`config.mk`:
```
export PLATFORM = sky130hd
export DESIGN_NAME = hkg_cfg
export DESIGN_NICKNAME = d
export VERILOG_FILES = /design/src/rtl/histogram_keyframe_gate_defines.svh /design/src/rtl/hkg_pkg.sv /design/src/rtl/hkg_cfg.sv
export SDC_FILE = /design/constraint.sdc
export NUM_CORES = 1
export LEC_CHECK = 0
export BUFFER_PORTS_ARGS = -buffer_cell sky130_fd_sc_hd__buf_2
export CAP_MARGIN = 5
export CORE_ASPECT_RATIO = 0.75
export CORE_UTILIZATION = 40
export CTS_BUF_LIST = sky130_fd_sc_hd__clkbuf_8 sky130_fd_sc_hd__clkbuf_16
export DETAILED_ROUTE_END_ITERATION = 6
export GPL_ROUTABILITY_DRIVEN = 0
export PLACE_DENSITY = 0.58
export SYNTH_ARGS = -nofsm -noshare
export SYNTH_HDL_FRONTEND = slang
export SYNTH_SLANG_ARGS = --single-unit
```
`constraint.sdc`:
```
create_clock -name clk -period 7.86 [get_ports clk]
set_input_delay 1.572 -clock clk [delete_from_list [all_inputs] [get_ports clk]]
set_output_delay 1.572 -clock clk [all_outputs]
set_load 0.02 [all_outputs]
```
`src/rtl/histogram_keyframe_gate_defines.svh`:
```
// Assertion helpers; each expects clk and rst_n in scope.
`ifndef HISTOGRAM_KEYFRAME_GATE_DEFINES_SVH
`define HISTOGRAM_KEYFRAME_GATE_DEFINES_SVH

// Same-cycle implication.
`define HKG_ASSERT_NOW(name, ante, cons, msg) \
    name: assert property (@(posedge clk) disable iff (!rst_n) (ante) |-> (cons)) \
        else $error(msg);

// Next-cycle implication.
`define HKG_ASSERT_NEXT(name, ante, cons, msg) \
    name: assert property (@(posedge clk) disable iff (!rst_n) (ante) |=> (cons)) \
        else $error(msg);

`endif

```
`src/rtl/hkg_pkg.sv`:
```
package hkg_pkg;

    localparam int BINS    = 4096;
    localparam int BIN_AW  = $clog2(BINS);
    localparam int CNT_W   = 25;
    localparam int ID_W    = 32;
    localparam int THR_W   = 7;
    localparam int SKIP_W  = 8;
    localparam int TP_W    = CNT_W + THR_W;
    localparam int LHS_W   = CNT_W + 7;
    localparam int PADDR_W = 4;
    localparam int PDATA_W = 32;

    localparam logic [CNT_W-1:0]  PIXEL_COUNT_RST = CNT_W'(307200);
    localparam logic [THR_W-1:0]  THRESHOLD_RST   = THR_W'(22);
    localparam logic [SKIP_W-1:0] SKIP_FRAMES_RST = SKIP_W'(5);
    localparam logic [TP_W-1:0]   THR_PIX_RST     = TP_W'(307200 * 22);
    localparam logic [CNT_W-1:0]  CNT_MAX         = '1;

    localparam logic [1:0] COUNTDOWN_RST   = 2'd3;
    localparam logic [1:0] COUNTDOWN_SEG   = 2'd2;
    localparam logic [1:0] COUNTDOWN_FORCE = 2'd1;

    typedef enum logic [1:0] {
        REG_PIXEL_COUNT = 2'd0,
        REG_THRESHOLD   = 2'd1,
        REG_SKIP_FRAMES = 2'd2
    } reg_idx_t;

    typedef struct packed {
        logic [CNT_W-1:0]  pixel_count;
        logic [THR_W-1:0]  threshold;
        logic [SKIP_W-1:0] skip_frames;
        logic [TP_W-1:0]   thr_pix;
    } cfg_t;

    typedef struct packed {
        logic [ID_W-1:0]  frame_id;
        logic             is_candidate;
        logic             is_black;
        logic [CNT_W-1:0] overlap;
    } frame_req_t;

    typedef struct packed {
        logic busy;
        logic ref_sel;
        logic ref_valid;
    } status_t;

endpackage

```
`src/rtl/hkg_cfg.sv`:
```
module hkg_cfg (
    input  logic                        clk,
    input  logic                        rst_n,
    input  logic                        psel,
    input  logic                        penable,
    input  logic                        pwrite,
    input  logic [hkg_pkg::PADDR_W-1:0] paddr,
    input  logic [hkg_pkg::PDATA_W-1:0] pwdata,
    output logic [hkg_pkg::PDATA_W-1:0] prdata,
    output logic                        pready,
    output hkg_pkg::cfg_t               cfg
);
    import hkg_pkg::*;

    logic [CNT_W-1:0]  pix_reg;
    logic [THR_W-1:0]  thr_reg;
    logic [SKIP_W-1:0] skip_reg;
    logic [TP_W-1:0]   thr_pix_reg;
    logic              wr_en;
    reg_idx_t          idx;

    assign pready = 1'b1;
    assign wr_en  = psel && penable && pwrite;
    assign idx    = reg_idx_t'(paddr[3:2]);

    always_ff @(posedge clk or negedge rst_n)
    begin
        if (!rst_n)
        begin
            pix_reg     <= PIXEL_COUNT_RST;
            thr_reg     <= THRESHOLD_RST;
            skip_reg    <= SKIP_FRAMES_RST;
            thr_pix_reg <= THR_PIX_RST;
        end
        else
        begin
            if (wr_en)
            begin
                case (idx)
                    REG_PIXEL_COUNT: pix_reg  <= pwdata[CNT_W-1:0];
                    REG_THRESHOLD:   thr_reg  <= pwdata[THR_W-1:0];
                    REG_SKIP_FRAMES: skip_reg <= pwdata[SKIP_W-1:0];
                    default:         ;
                endcase
            end
            // product is registered, so it trails the registers
            thr_pix_reg <= TP_W'(thr_reg) * TP_W'(pix_reg);
        end
    end

    always_comb
    begin
        case (idx)
            REG_PIXEL_COUNT: prdata = PDATA_W'(pix_reg);
            REG_THRESHOLD:   prdata = PDATA_W'(thr_reg);
            REG_SKIP_FRAMES: prdata = PDATA_W'(skip_reg);
            default:         prdata = '0;
        endcase
    end

    assign cfg.pixel_count = pix_reg;
    assign cfg.threshold   = thr_reg;
    assign cfg.skip_frames = skip_reg;
    assign cfg.thr_pix     = thr_pix_reg;

endmodule

```
; ---- Word level (Yosys, flattened, before mapping)
; Cells that the tools add are included.
[totals]
register_bits = 72
latchBits = 0
ram_bits = 0
rom_bits = 0
in_bits = 41
output_inout_bits = 105
n_memories = 0
[op_classes]
addsub = 0
mul = 1
n_div = 0
order_cmp = 0
eq_ne = 2
shifts = 0
mux = 1
n_bitwise = 0
n_reduce_logical = 6
[ops]
columns = operator, n
row1 = $pmux 25 s3, 1
row2 = $mul 7x25->32, 1
row3 = $reduce_and 2->1, 3
row4 = $eq 2x1->1 const B, 1
row5 = $eq 2x2->1 const B, 1
row6 = $logic_and 1x1->1, 2
row7 = $logic_not 2->1, 1

; ---- Longest topological paths before layout
; Gate-level depths: netlist of the first run.
[depth]
word_depth = 3
mapped_depth = 18
depth_no_buf = 16

; ---- Worst setup path before layout of the first run
; Ideal clock, no wire load.
[synth_path]
path_kind = reg2reg
startpoint = reg thr_reg[4]
endpoint = reg thr_pix_reg[27]
setup_ps = 111
arrival_ps = 4794
required_ps = 7749
setup_slack_ps = 2955
stages_incl_launch_ff = 17
n_path_buf = 1
path_cell_list = dfstp_2 clkbuf_1 nand2_1 fa_1 fa_1 inv_1 fa_1 inv_1 fa_1 inv_1 ha_1 a21oi_2 o211ai_2 a41oi_1 nand2_1 a41o_1 a2111oi_2
[synth_via]
elab_chain_cells = 1
[synth_rtl]
columns = item, line_no
row1 = from (decl), hkg_cfg.sv:16  ; logic [THR_W-1:0] thr_reg;
row2 = from (signal assigned), hkg_cfg.sv:41  ; REG_THRESHOLD: thr_reg <= pwdata[THR_W-1:0];
row3 = $mul 7x25->32, hkg_cfg.sv:47  ; thr_pix_reg <= TP_W'(thr_reg) * TP_W'(pix_reg);
row4 = to (signal assigned), hkg_cfg.sv:47
row5 = to (decl), hkg_cfg.sv:18  ; logic [TP_W-1:0] thr_pix_reg;
; No other way between the ends.
; A chain may end at the register's enable or synchronous reset.

; ---- Worst setup path after layout of the first run
[layout_path]
startpoint = reg thr_reg[3]
endpoint = reg thr_pix_reg[30]
; Same word-level chain as after synthesis.

==> summary by stage, run 1 <==
Final layout
The repair_antennas step left the layout with diodes totalling 0. The most common cell after layout, fill and taps aside is and2_1. The register with the most flip-flops in the layout has 32 of them.

Of the cells placed in the final design, the portion with a size suffix greater than 1 is 21.6%. The utilization after layout is 47.0%. The relative area change from synthesis to final layout is 13.7%. In the layout the commonest cells are and2_1 (141), buf_2 (127), inv_1 (118). In the final design database the tool counted 1,188 nets. The layout filler cell count is 2,052.

Floorplan
The floorplan step defined a core boundary enclosing 0.0205 mm^2. In this run the vertical extent of the chip is 128 um. The initial utilization of the core area, before any placement, comes to 41.3%. Measured along the x axis, the die boundary spans 170 um. After floorplanning, the core was divided into 45 placement rows.

The die covers 0.0218 mm^2. In this run the count of I/O pins placed on the die edge is 146.

Global route
The overall global routing resource usage is 20.4%. After global routing the overflow that remains totals 0. The initial antenna violation count is 0. The number of global-route vias before repair was 6,472. The first global-routing pass estimated 34,700 um of wire. Entering global routing, the biggest net connects 73 pins.

Drt
After detailed routing, the number of remaining DRC violations is 0. The final wirelength is 20,600 um. The number of nets still failing antenna checks after routing is 0.

The post-detailed-route via-to-cell ratio is 4.95. The first routing iteration left 319 violations. After detailed routing, the average wire length per cell comes to 16.2 um. The first detailed-routing pass took 5 iterations.

The via count is 6,289.

Synth
The gate count after technology mapping is 879. The parity-gate share of the synthesized area counting xor and xnor cells is 2.38%. Summing the areas of all and, or, nand and nor instances in the mapped netlist gives 19.2% of the synthesized area. The synthesized netlist devotes 8.02% of its cell area to compound gates. The sequential area share after synthesis is 21.5%. The Yosys warning count is 0.

A synthesized cell averages 9.63 um^2. Among all flip-flop cells after synthesis, the most frequent one is dfrtp_1. For this run, asynchronously set or reset flops after synthesis account for 100%. After synthesis, the share of cell area in mux cells is 6.50%. Summing the areas of all fa, ha and maj instances in the mapped netlist gives 34.3% of the synthesized area. After synthesis, the netlist uses 69 different library cells. The largest family of logic cells by synthesized area is adder cells.

The cell area that synthesis handed to floorplanning was 0.00847 mm^2. The number of synthesized flops with an enable pin is 0. The number of flip-flops and latches in the synthesized netlist is 72.

Clocking
The longest clock path from root to sink contains 2 buffers. TritonCTS built the clock tree. The number of hold buffers added after CTS was 0.

After clock tree synthesis, the clock-pin slew on the worst setup and hold paths is 0.07 ns. The number of cells upsized or downsized after cts is 0. The number of CTS-inserted buffers is 9. The later-pin clock latency in the skew report is 0.35 ns. Post-CTS timing repair inserted 0 buffers for setup. The clock net sink count is 72. The root buffer cell chosen for the clock tree is clkbuf_16. The number of levels the H-tree was split into is 3.

Timing
The number of hold violations in the final report is 0. The post-route setup TNS is 0 ns. The clock period minus final worst setup slack is 5.41 ns. Setup violations remaining at the end of the flow were counted as 0. For the pin with the worst max-slew slack, the measured transition is 0.996 ns. Of the available clock period, the critical path in the final layout requires 68.8%. Setup repair after global routing left no endpoint under its margin. Based on the critical path, the design can be clocked at up to 0.185 GHz.

The number of max-slew violations in the final report is 0. The worst pin sits at a relative slew slack of 33.6%. The worst clock skew is 0.0164 ns.

Worst setup path
Among all stages on the critical path, the largest delay is contributed by dfrtp_1. Walking the worst path, the cells encountered are and2_1 > fa_1 > fa_1 > fa_1 > inv_1 > fa_1 > inv_1 > ha_1 > a21oi_1 > o21ai_1 > a221o_1 > a31o_2 > a211o_1 > o311a_1. The most numerous cell type found on the critical path is fa_1. The endpoint type of the worst setup path is a flip-flop. The startpoint type of the worst setup path is a flip-flop.

On the worst path, the slowest cell contributes a delay of 1.00 ns. STA puts the critical path data required time at 8.09 ns. Together, buffers and inverters on the worst path number 2. STA puts the critical path data arrival time at 5.64 ns. The category of the most critical setup path is flip-flop to flip-flop. The cell family with the largest share of critical-path delay is adder cells. The maximum fanout along the worst path is 28.

Placed design
The number of buffers inserted by port buffering is 128. Summed over all nets, the half-perimeter wirelength after detailed placement is 15,600 um.

Status
The run finished with clean final reports.

Min path
The class of the worst hold path is flip-flop to flip-flop.

Job
The max-capacitance violation count is 0.
area by class of cell:
class	count	area [um^2]	share of cell area, %
multi-input cells	653	6000	62.4
flip-flops and latches	72	1820	18.9
repair buffers	129	651	6.76
inverters	118	443	4.60
well taps	282	353	3.66
clock buffers	9	225	2.34
clock inverters	7	133	1.38
path summary, 6_finish.rpt:
check / from / to / slack [ns] / cells past startpoint
setup / recovery: thr_reg[3] / thr_pix_reg[30] / 2.45 / 14
hold / removal: skip_reg[1] / skip_reg[1] / 0.54 / 1
setup reg to reg: thr_reg[3] / thr_pix_reg[30] / 2.45 / 14
hold reg to reg: skip_reg[1] / skip_reg[1] / 0.54 / 1
max in group asynchronous: rst_n / pix_reg[11] / 5.91 / 1
min in group asynchronous: rst_n / thr_pix_reg[6] / 1.35 / 1
metrics by stage:
stage | setup WS (ns) | cells | hold WS [ns] | area [um^2]
detailed placement | 2.45 | 1254 | 0.524 | 9270
floorplan | 2.95 | 885 | 0.656 | 8490
finish | 2.45 | 1270 | 0.538 | 9630
global placement | 2.46 | 1254 | 0.517 | 9270
CTS | 2.43 | 1270 | 0.539 | 9630
global route | 2.07 | 1270 | 0.556 | 9630
routing by layer:
metal / wire (um) / up-vias / track usage (%)
met1: 11400 / 3067 / 33.0
met3: 1270 / 15 / 3.67
met4: 174 / 0 / 3.92
li1: - / 3015 / -
met2: 7760 / 192 / 27.9
met5: 0 / - / 0
cell families after synthesis:
logic type	Yosys count
other cells	2
fa+ha+maj	164
flops	72
xor+xnor	23
simple gates	307
compound gates	101
mux	50
buf+inv	160
cells in the mapped netlist (2+ instances only):
cell        n  area, um^2
and2_1    141         882
inv_1     118         443
fa_1      114        2280
nand2_1    96         360
dfrtp_1    57        1430
ha_1       50         626
mux2_2     40         450
a21oi_1    31         155
nor2_1     23        86.3
o21ai_0    23         115
clkbuf_1   19        71.3
dfstp_2    15         394
xnor2_1    15         131
nor3_1     12        60.1
mux2i_1    10         100
buf_4       9        67.6
nand3_1     9        45.0
xor2_1      8        70.1
buf_2       5        25.0
buf_1       4        15.0
buf_6       4        45.0
o21bai_1    4        30.0
a211oi_1    3        22.5
a21o_1      3        22.5
a41o_1      3        30.0
a41oi_1     3        26.3
and3_1      3        18.8
nand4_1     3        18.8
nor4_1      3        18.8
a21boi_0    2        15.0
conb_1      2        7.51
nand2b_1    2        12.5
nor2b_1     2        12.5
nor3b_1     2        15.0
nor3b_2     2        25.0
o211ai_1    2        15.0
o21a_1      2        15.0
o21ai_1     2        10.0
o31a_1      2        17.5
or3_1       2        12.5
Power of run 1 is not shown: default switching activity piles up to over one toggle a cycle in this logic, so the estimate is an artifact.
==> run 2: changes to the inputs <==
--- a/config.mk
+++ b/config.mk
@@ -12,7 +12,7 @@
 export CTS_BUF_LIST = sky130_fd_sc_hd__clkbuf_8 sky130_fd_sc_hd__clkbuf_16
 export DETAILED_ROUTE_END_ITERATION = 6
 export GPL_ROUTABILITY_DRIVEN = 0
-export PLACE_DENSITY = 0.58
+export PLACE_DENSITY = 0.6
 export SYNTH_ARGS = -nofsm -noshare
 export SYNTH_HDL_FRONTEND = slang
 export SYNTH_SLANG_ARGS = --single-unit
==> constraint.sdc (replaced) <==
create_clock -name clk -period 4.8 [get_ports clk]
set_input_delay 0.96 -clock clk [delete_from_list [all_inputs] [get_ports clk]]
set_output_delay 0.96 -clock clk [all_outputs]
set_load 0.02 [all_outputs]
==> run 2 against run 1 <==
Compared with the run above: clock skew is 0.0024 ns lower; clock-buffer cell count unchanged; final cell count increased by 7.7%; first-iteration DRC count decreased by 10%; routed wire length grew 6.6%; final area rose by 14%; setup slack lost 2.3 ns; critical path type unchanged.
==> summary by stage, run 2 (synthesis gave the netlist of run 1 again) <==
Floorplan
The I/O pin total came to 146 (unchanged). The effective utilization at floorplan came to 41.3% (unchanged). The floorplan die area was 0.0218 mm^2 (unchanged). The cell row count is 45 (unchanged).

The width of the chip is 170 um (unchanged). The height of the die is 128 um (unchanged). The placeable core area came to 0.0205 mm^2 (unchanged).

Worst setup path
For this design, the slowest cell found on the critical path is dfstp_4. Grouping stages by cell kind, the critical path spends the most delay in adder cells. The longest individual stage delay on the worst path is 0.72 ns (-0.28 ns). The reg-to-reg critical path endpoint is thr_pix_reg[30].

The critical path is of the flip-flop to flip-flop type. The cell that appears most often on the critical path is fa_1. The required time of the worst setup path is 5.03 ns (-3.06 ns). The maximum fanout along the worst path is 8 (-71%). Walking the worst path, the cells encountered are buf_8 > and2_1 > fa_1 > fa_2 > fa_1 > inv_1 > fa_1 > inv_1 > ha_2 > buf_4 > nor2_1 > nor2_1 > and4b_1 > o31a_1 > a211o_1 > o311a_1. The depth of the worst register-to-register path was 16 (+2). The startpoint of the worst register-to-register path is thr_reg[2]. The number of buffer and inverter instances along the worst setup path was 4 (+2). The flop-to-flop setup slack is 0.11 ns (-2.34 ns). The startpoint type of the worst setup path is a flip-flop.

The signal arrival time at the worst endpoint is 4.92 ns (-0.72 ns). The worst setup path is captured at a flip-flop.

Clocking
The clock-pin slew reported for the worst setup and hold paths after clock tree synthesis is 0.07 ns (about the same). The clock root buffer master is clkbuf_16. TritonCTS built the clock tree. The number of levels the H-tree was split into is 3 (unchanged). The clock net sink count is 72 (unchanged). The later-pin clock latency in the skew report is 0.36 ns (about the same). The number of CTS-inserted buffers is 9 (unchanged). The largest buffer count on any clock path is 2 (unchanged).

Final layout
Leaving out fill and tap cells, the most frequent cells in the layout are and2_1 (139), buf_2 (127), inv_1 (112). The number of nets in the layout is 1,286 (+8.2%). Compared with the post-synthesis result, the final layout area differs by 29.1%.

The flip-flop count of the largest register, all copies and words added is 32 (unchanged). The share of final-layout standard cells stronger than drive strength 1 is 35.4% (+14 points). The most common cell after layout, fill and taps aside is and2_1. The antenna diode count is 0 (unchanged). The count of placed standard cells in the final layout, fillers left out is 1,368 (+7.7%).

Global route
The residual overflow from global routing is 0 (unchanged). The initial antenna violation count was 0 (unchanged). The first-pass GRT wire length is 34,800 um (+0.32%). The overall global routing resource usage came to 20.7% (+0.24 points). The pin count of the biggest net entering global routing is 73 (unchanged).

The number of global-route vias before repair is 6,582 (+1.7%).

Timing
The maximum clock frequency is 0.213 GHz (+15%). The worst setup margin is 0.109 ns (-2.34 ns). The final setup violation count is 0 (unchanged). Setup repair after global routing could not meet its margin everywhere. The worst clock skew came to 0.0139 ns (-0.00245 ns).

The worst relative slew slack was 19.8% (-14 points). The transition time at the pin with the least slew margin is 1.20 ns (+0.203 ns). The clock period minus final worst setup slack is 4.69 ns (-0.719 ns). The number of max-slew violations in the final report came to 0 (unchanged).

The number of hold violations in the final report is 0 (unchanged). The share of the clock period used by the worst path after layout was 97.7% (+29 points).

Drt
The number of DRC violations after detailed-routing iteration 0 is 287 (-10%). The number of detailed-routing iterations run before antenna repair is 7 (+2). The via count came to 6,643 (+5.6%). The post-detailed-route via-to-cell ratio is 4.86 (-1.9%). The final wirelength is 21,900 um (+6.6%).

The final routed wire length divided by cell count was 16.0 um (-1.0%). The number of remaining DRC errors is 0 (unchanged). The number of nets still failing antenna checks after routing came to 0 (unchanged).

Status
The flow ran to the end, and the final reports show no timing, DRC or antenna violations.

Placed design
The HPWL reported at the end of detailed placement is 16,400 um (+5.3%). The post-place setup slack came to -0.109 ns (-2.56 ns). The number of placed instances, taps included is 1,338 (+6.7%).

The number of buffers inserted by port buffering was 128 (unchanged).

Job
The max-capacitance violation count is 0 (unchanged).

Min path
The startpoint identified for the worst hold timing path is skip_reg[3]. The worst-case hold path end point is skip_reg[3]. In this run the worst hold path is classified as flip-flop to flip-flop. The cell depth of the worst min-delay path came to 1 (unchanged).
-- run 2: changes by cell type in the layout (fill, tap and decap cells not counted), moves of 8 or more --
cell	previous run	this run
ha_1	50	27
fa_1	114	106
buf_4	2	89
a21oi_2	1	9
fa_2	0	8
ha_4	0	19
a21oi_1	31	21
-- run 2: cell type report --
type                            instances  area [um^2]
Multi-Input combinational cell        653         6470
Timing Repair Buffer                  227         1500
Fill cell                            1868         9560
Sequential cell                        72         1830
Clock buffer                            9          225
Clock inverter                          7          108
Inverter                              118          443
Tap cell                              282          353
-- run 2: layer usage --
metal / GRT usage, % / wire length (um)
met1: 32.5 / 11300
met2: 29.0 / 8920
met3: 4.48 / 1470
met4: 3.55 / 205
met5: 0 / 0
-- run 2: worst max-delay path by stage --
stage	startpoint	to	slack [ns]	cells past startpoint
5_1_grt	thr_reg[2]	thr_pix_reg[30]	-0.05	16
3_3_place_gp	thr_reg[2]	thr_pix_reg[30]	-0.1	14
3_5_place_dp	thr_reg[2]	thr_pix_reg[30]	-0.11	14
4_1_cts	thr_reg[2]	thr_pix_reg[24]	-0.005	16
2_1_floorplan	thr_reg[4]	thr_pix_reg[27]	0.001	16
6_report	thr_reg[2]	thr_pix_reg[30]	0.11	16
-- run 2: through the flow --
step	setup TNS (ns)	cell area, um^2	utilization, %	hold slack [ns]
after floorplan	0	8500	-	0.656
after detailed placement	-0.237	9930	48.4	0.514
after CTS	-0.00512	10400	50.7	0.530
after global placement	-0.163	9930	48.4	0.513
final	0	10900	53.3	0.532
after global routing	-0.150	10900	53.3	0.559
-- run 2: timing repair --
action                     4_1_cts  5_1_grt
pin swaps                        4       53
buffers inserted                 3        9
hold buffers                     0        0
setup endpoints to repair        8       15
gates cloned                     0        2
resized for setup               17       85
Power of run 2 is left out for the same reason.
==> run 3: changes to the inputs <==
--- a/config.mk
+++ b/config.mk
@@ -7,12 +7,14 @@
 export LEC_CHECK = 0
 export BUFFER_PORTS_ARGS = -buffer_cell sky130_fd_sc_hd__buf_2
 export CAP_MARGIN = 5
+export CELL_PAD_IN_SITES_DETAIL_PLACEMENT = 1
+export CELL_PAD_IN_SITES_GLOBAL_PLACEMENT = 2
 export CORE_ASPECT_RATIO = 0.75
-export CORE_UTILIZATION = 40
+export CORE_UTILIZATION = 33
 export CTS_BUF_LIST = sky130_fd_sc_hd__clkbuf_8 sky130_fd_sc_hd__clkbuf_16
 export DETAILED_ROUTE_END_ITERATION = 6
 export GPL_ROUTABILITY_DRIVEN = 0
-export PLACE_DENSITY = 0.6
+export PLACE_DENSITY = 0.77
 export SYNTH_ARGS = -nofsm -noshare
 export SYNTH_HDL_FRONTEND = slang
 export SYNTH_SLANG_ARGS = --single-unit
==> run 3 against run 2 <==
Compared with the run above: sequential cell count stayed put; register-to-register slack worse by 0.09 ns; global-route usage fell by 0.70 points; critical path depth stayed put; utilization decreased by 8.4 points; via count up 3.5%; setup slack worse by 0.088 ns; routed wire length up 18%; die area rose by 21%; maximum frequency is 1.8% lower; sequential share of layout area is 0.50 points lower.
==> summary by stage, run 3 (synthesis gave the netlist of run 1 again) <==
Placed design
The number of buffers inserted by port buffering is 128 (unchanged). The number of placed instances, taps included is 1,415 (+5.8%). The HPWL reported at the end of detailed placement was 19,300 um (+18%).

Floorplan
The width of the chip came to 187 um (+10%). The cell row count is 50 (+11%). The effective utilization at floorplan was 33.8% (-7.6 points). The floorplan die area is 0.0263 mm^2 (+21%).

The placeable core area is 0.0251 mm^2 (+22%). The I/O pin total is 146 (unchanged). The height of the die was 141 um (+9.9%).

Status
The run finished with clean final reports.

Drt
The number of nets still failing antenna checks after routing is 0 (unchanged). The final routed wire length divided by cell count is 17.9 um (+11%). The number of remaining DRC errors is 0 (unchanged). The number of detailed-routing iterations run before antenna repair is 5 (-2). The post-detailed-route via-to-cell ratio is 4.74 (-2.4%).

The via count is 6,878 (+3.5%). The final wirelength is 25,900 um (+18%). The number of DRC violations after detailed-routing iteration 0 came to 270 (-5.9%).

Min path
The class of the worst hold path is flip-flop to flip-flop.

Final layout
The number of nets in the layout was 1,313 (+2.1%). The area taken by flip-flops and latches came to 0.00183 mm^2 (unchanged). The library cell used most frequently in the layout, excluding fill and tap cells, is and2_1.

The antenna diode count was 0 (unchanged). The count of placed standard cells in the final layout, fillers left out is 1,451 (+6.1%). The multi-input logic area is 0.00660 mm^2 (+1.9%). The flip-flop count of the largest register, all copies and words added was 32 (unchanged). The relative area change from synthesis to final layout is 33.1%. The library cells used most frequently in the layout, excluding fill and tap cells, are and2_1 (129), buf_2 (127), buf_4 (117). The share of final-layout standard cells stronger than drive strength 1 is 39.0% (+3.6 points).

The layout filler cell count is 2,871 (+54%).

Timing
The maximum clock frequency was 0.209 GHz (-1.8%). Setup repair after global routing could not meet its margin everywhere. The clock period minus final worst setup slack is 4.78 ns (+0.0882 ns). The number of hold violations in the final report was 0 (unchanged). The worst clock skew came to 0.0138 ns (-0.000177 ns).

The transition time at the pin with the least slew margin is 0.983 ns (-0.216 ns). The final setup violation count is 0 (unchanged). The share of the clock period used by the worst path after layout came to 99.6% (+1.8 points). The post-route setup TNS came to 0 ns (unchanged).

The number of max-slew violations in the final report is 0 (unchanged). The worst relative slew slack came to 34.5% (+15 points).

Clocking
The clock net sink count is 72 (unchanged). The clock-pin slew reported for the worst setup and hold paths after clock tree synthesis is 0.07 ns (about the same). The later-pin clock latency in the skew report is 0.37 ns (about the same).

The number of CTS-inserted buffers was 9 (unchanged). The number of buffers inserted for hold repair after clock tree synthesis came to 0 (unchanged). TritonCTS built the clock tree. The root buffer cell chosen for the clock tree is clkbuf_16. The largest buffer count on any clock path is 2 (unchanged). The number of levels the H-tree was split into is 3 (unchanged).

Global route
The first-pass GRT wire length is 40,800 um (+17%). The pin count of the biggest net entering global routing is 73 (unchanged). The initial antenna violation count is 0 (unchanged).

The overall global routing resource usage is 20.0% (-0.70 points). The number of global-route vias before repair is 7,428 (+13%). The residual overflow from global routing is 0 (unchanged).

Worst setup path
The cell that appears most often on the critical path is fa_1. The category of the most critical setup path is flip-flop to flip-flop. The signal arrival time at the worst endpoint is 5.02 ns (+0.10 ns). Among all stages on the critical path, the largest delay is contributed by fa_1. The required time of the worst setup path is 5.04 ns (about the same). The worst setup path is captured at a flip-flop. The maximum fanout along the worst path is 6 (-2).

The startpoint type of the worst setup path is a flip-flop. The longest individual stage delay on the worst path is 0.56 ns (-0.16 ns). The signal on the critical path passes through buf_6 > and2_1 > fa_1 > fa_2 > fa_1 > inv_1 > fa_1 > inv_2 > ha_4 > buf_4 > a21oi_4 > o21ai_2 > a221o_1 > a31o_2 > a211o_1 > o311a_1.

Job
The max-capacitance violation count is 0 (unchanged).
-- run 3: cell type report --
cell class	count	area share (%)
Multi-Input combinational cell	653	58.5
Clock inverter	6	0.644
Tap cell	338	3.75
Inverter	118	3.93
Sequential cell	72	16.2
Clock buffer	10	2.12
Timing Repair Buffer	254	14.8
-- run 3: stage by stage --
step / util [%] / setup WS [ns] / cell area, um^2 / hold slack [ns]
2_1_floorplan: - / 0.00128 / 8500 / 0.656
3_3_place_gp: 40.5 / -0.154 / 10200 / 0.517
3_5_place_dp: 40.5 / -0.292 / 10200 / 0.522
4_1_cts: 42.7 / 0.00115 / 10700 / 0.537
5_1_grt: 44.9 / -0.116 / 11300 / 0.553
6_report: 44.9 / 0.0211 / 11300 / 0.535
-- run 3: path summary, 6_finish.rpt --
check                            start              end  slack [ns]  depth (start not counted)
setup / recovery            thr_reg[1]  thr_pix_reg[30]        0.02                         16
hold / removal             skip_reg[7]      skip_reg[7]        0.54                          1
setup reg to reg            thr_reg[1]  thr_pix_reg[30]        0.02                         16
hold reg to reg            skip_reg[7]      skip_reg[7]        0.54                          1
max in group asynchronous        rst_n      pix_reg[11]        3.44                          1
min in group asynchronous        rst_n   thr_pix_reg[8]        0.75                          1
-- run 3: repair_timing --
action,CTS,global route
setup endpoints to repair,15,16
pin swaps,15,43
setup buffers,8,12
resized for setup,38,100
-- run 3: worst max-delay path, delay by kind of cell (launching register included) --
family,cells,cell delay (ns)
buffers and inverters,4,0.40
DFF,1,0.51
adders and majority gates,5,2.30
AOI/OAI and AO/OA,6,1.28
and+or+nand+nor,1,0.14
-- run 3: layer usage --
metal | part of all wire [%] | up-vias | global-route usage (%)
li1 | - | 3263 | -
met1 | 51 | 3429 | 29.3
met2 | 44 | 168 | 30.5
met3 | 4.7 | 18 | 3.76
met4 | 0.96 | 0 | 4.10
met5 | 0 | - | 0
Power of run 3 is left out for the same reason.
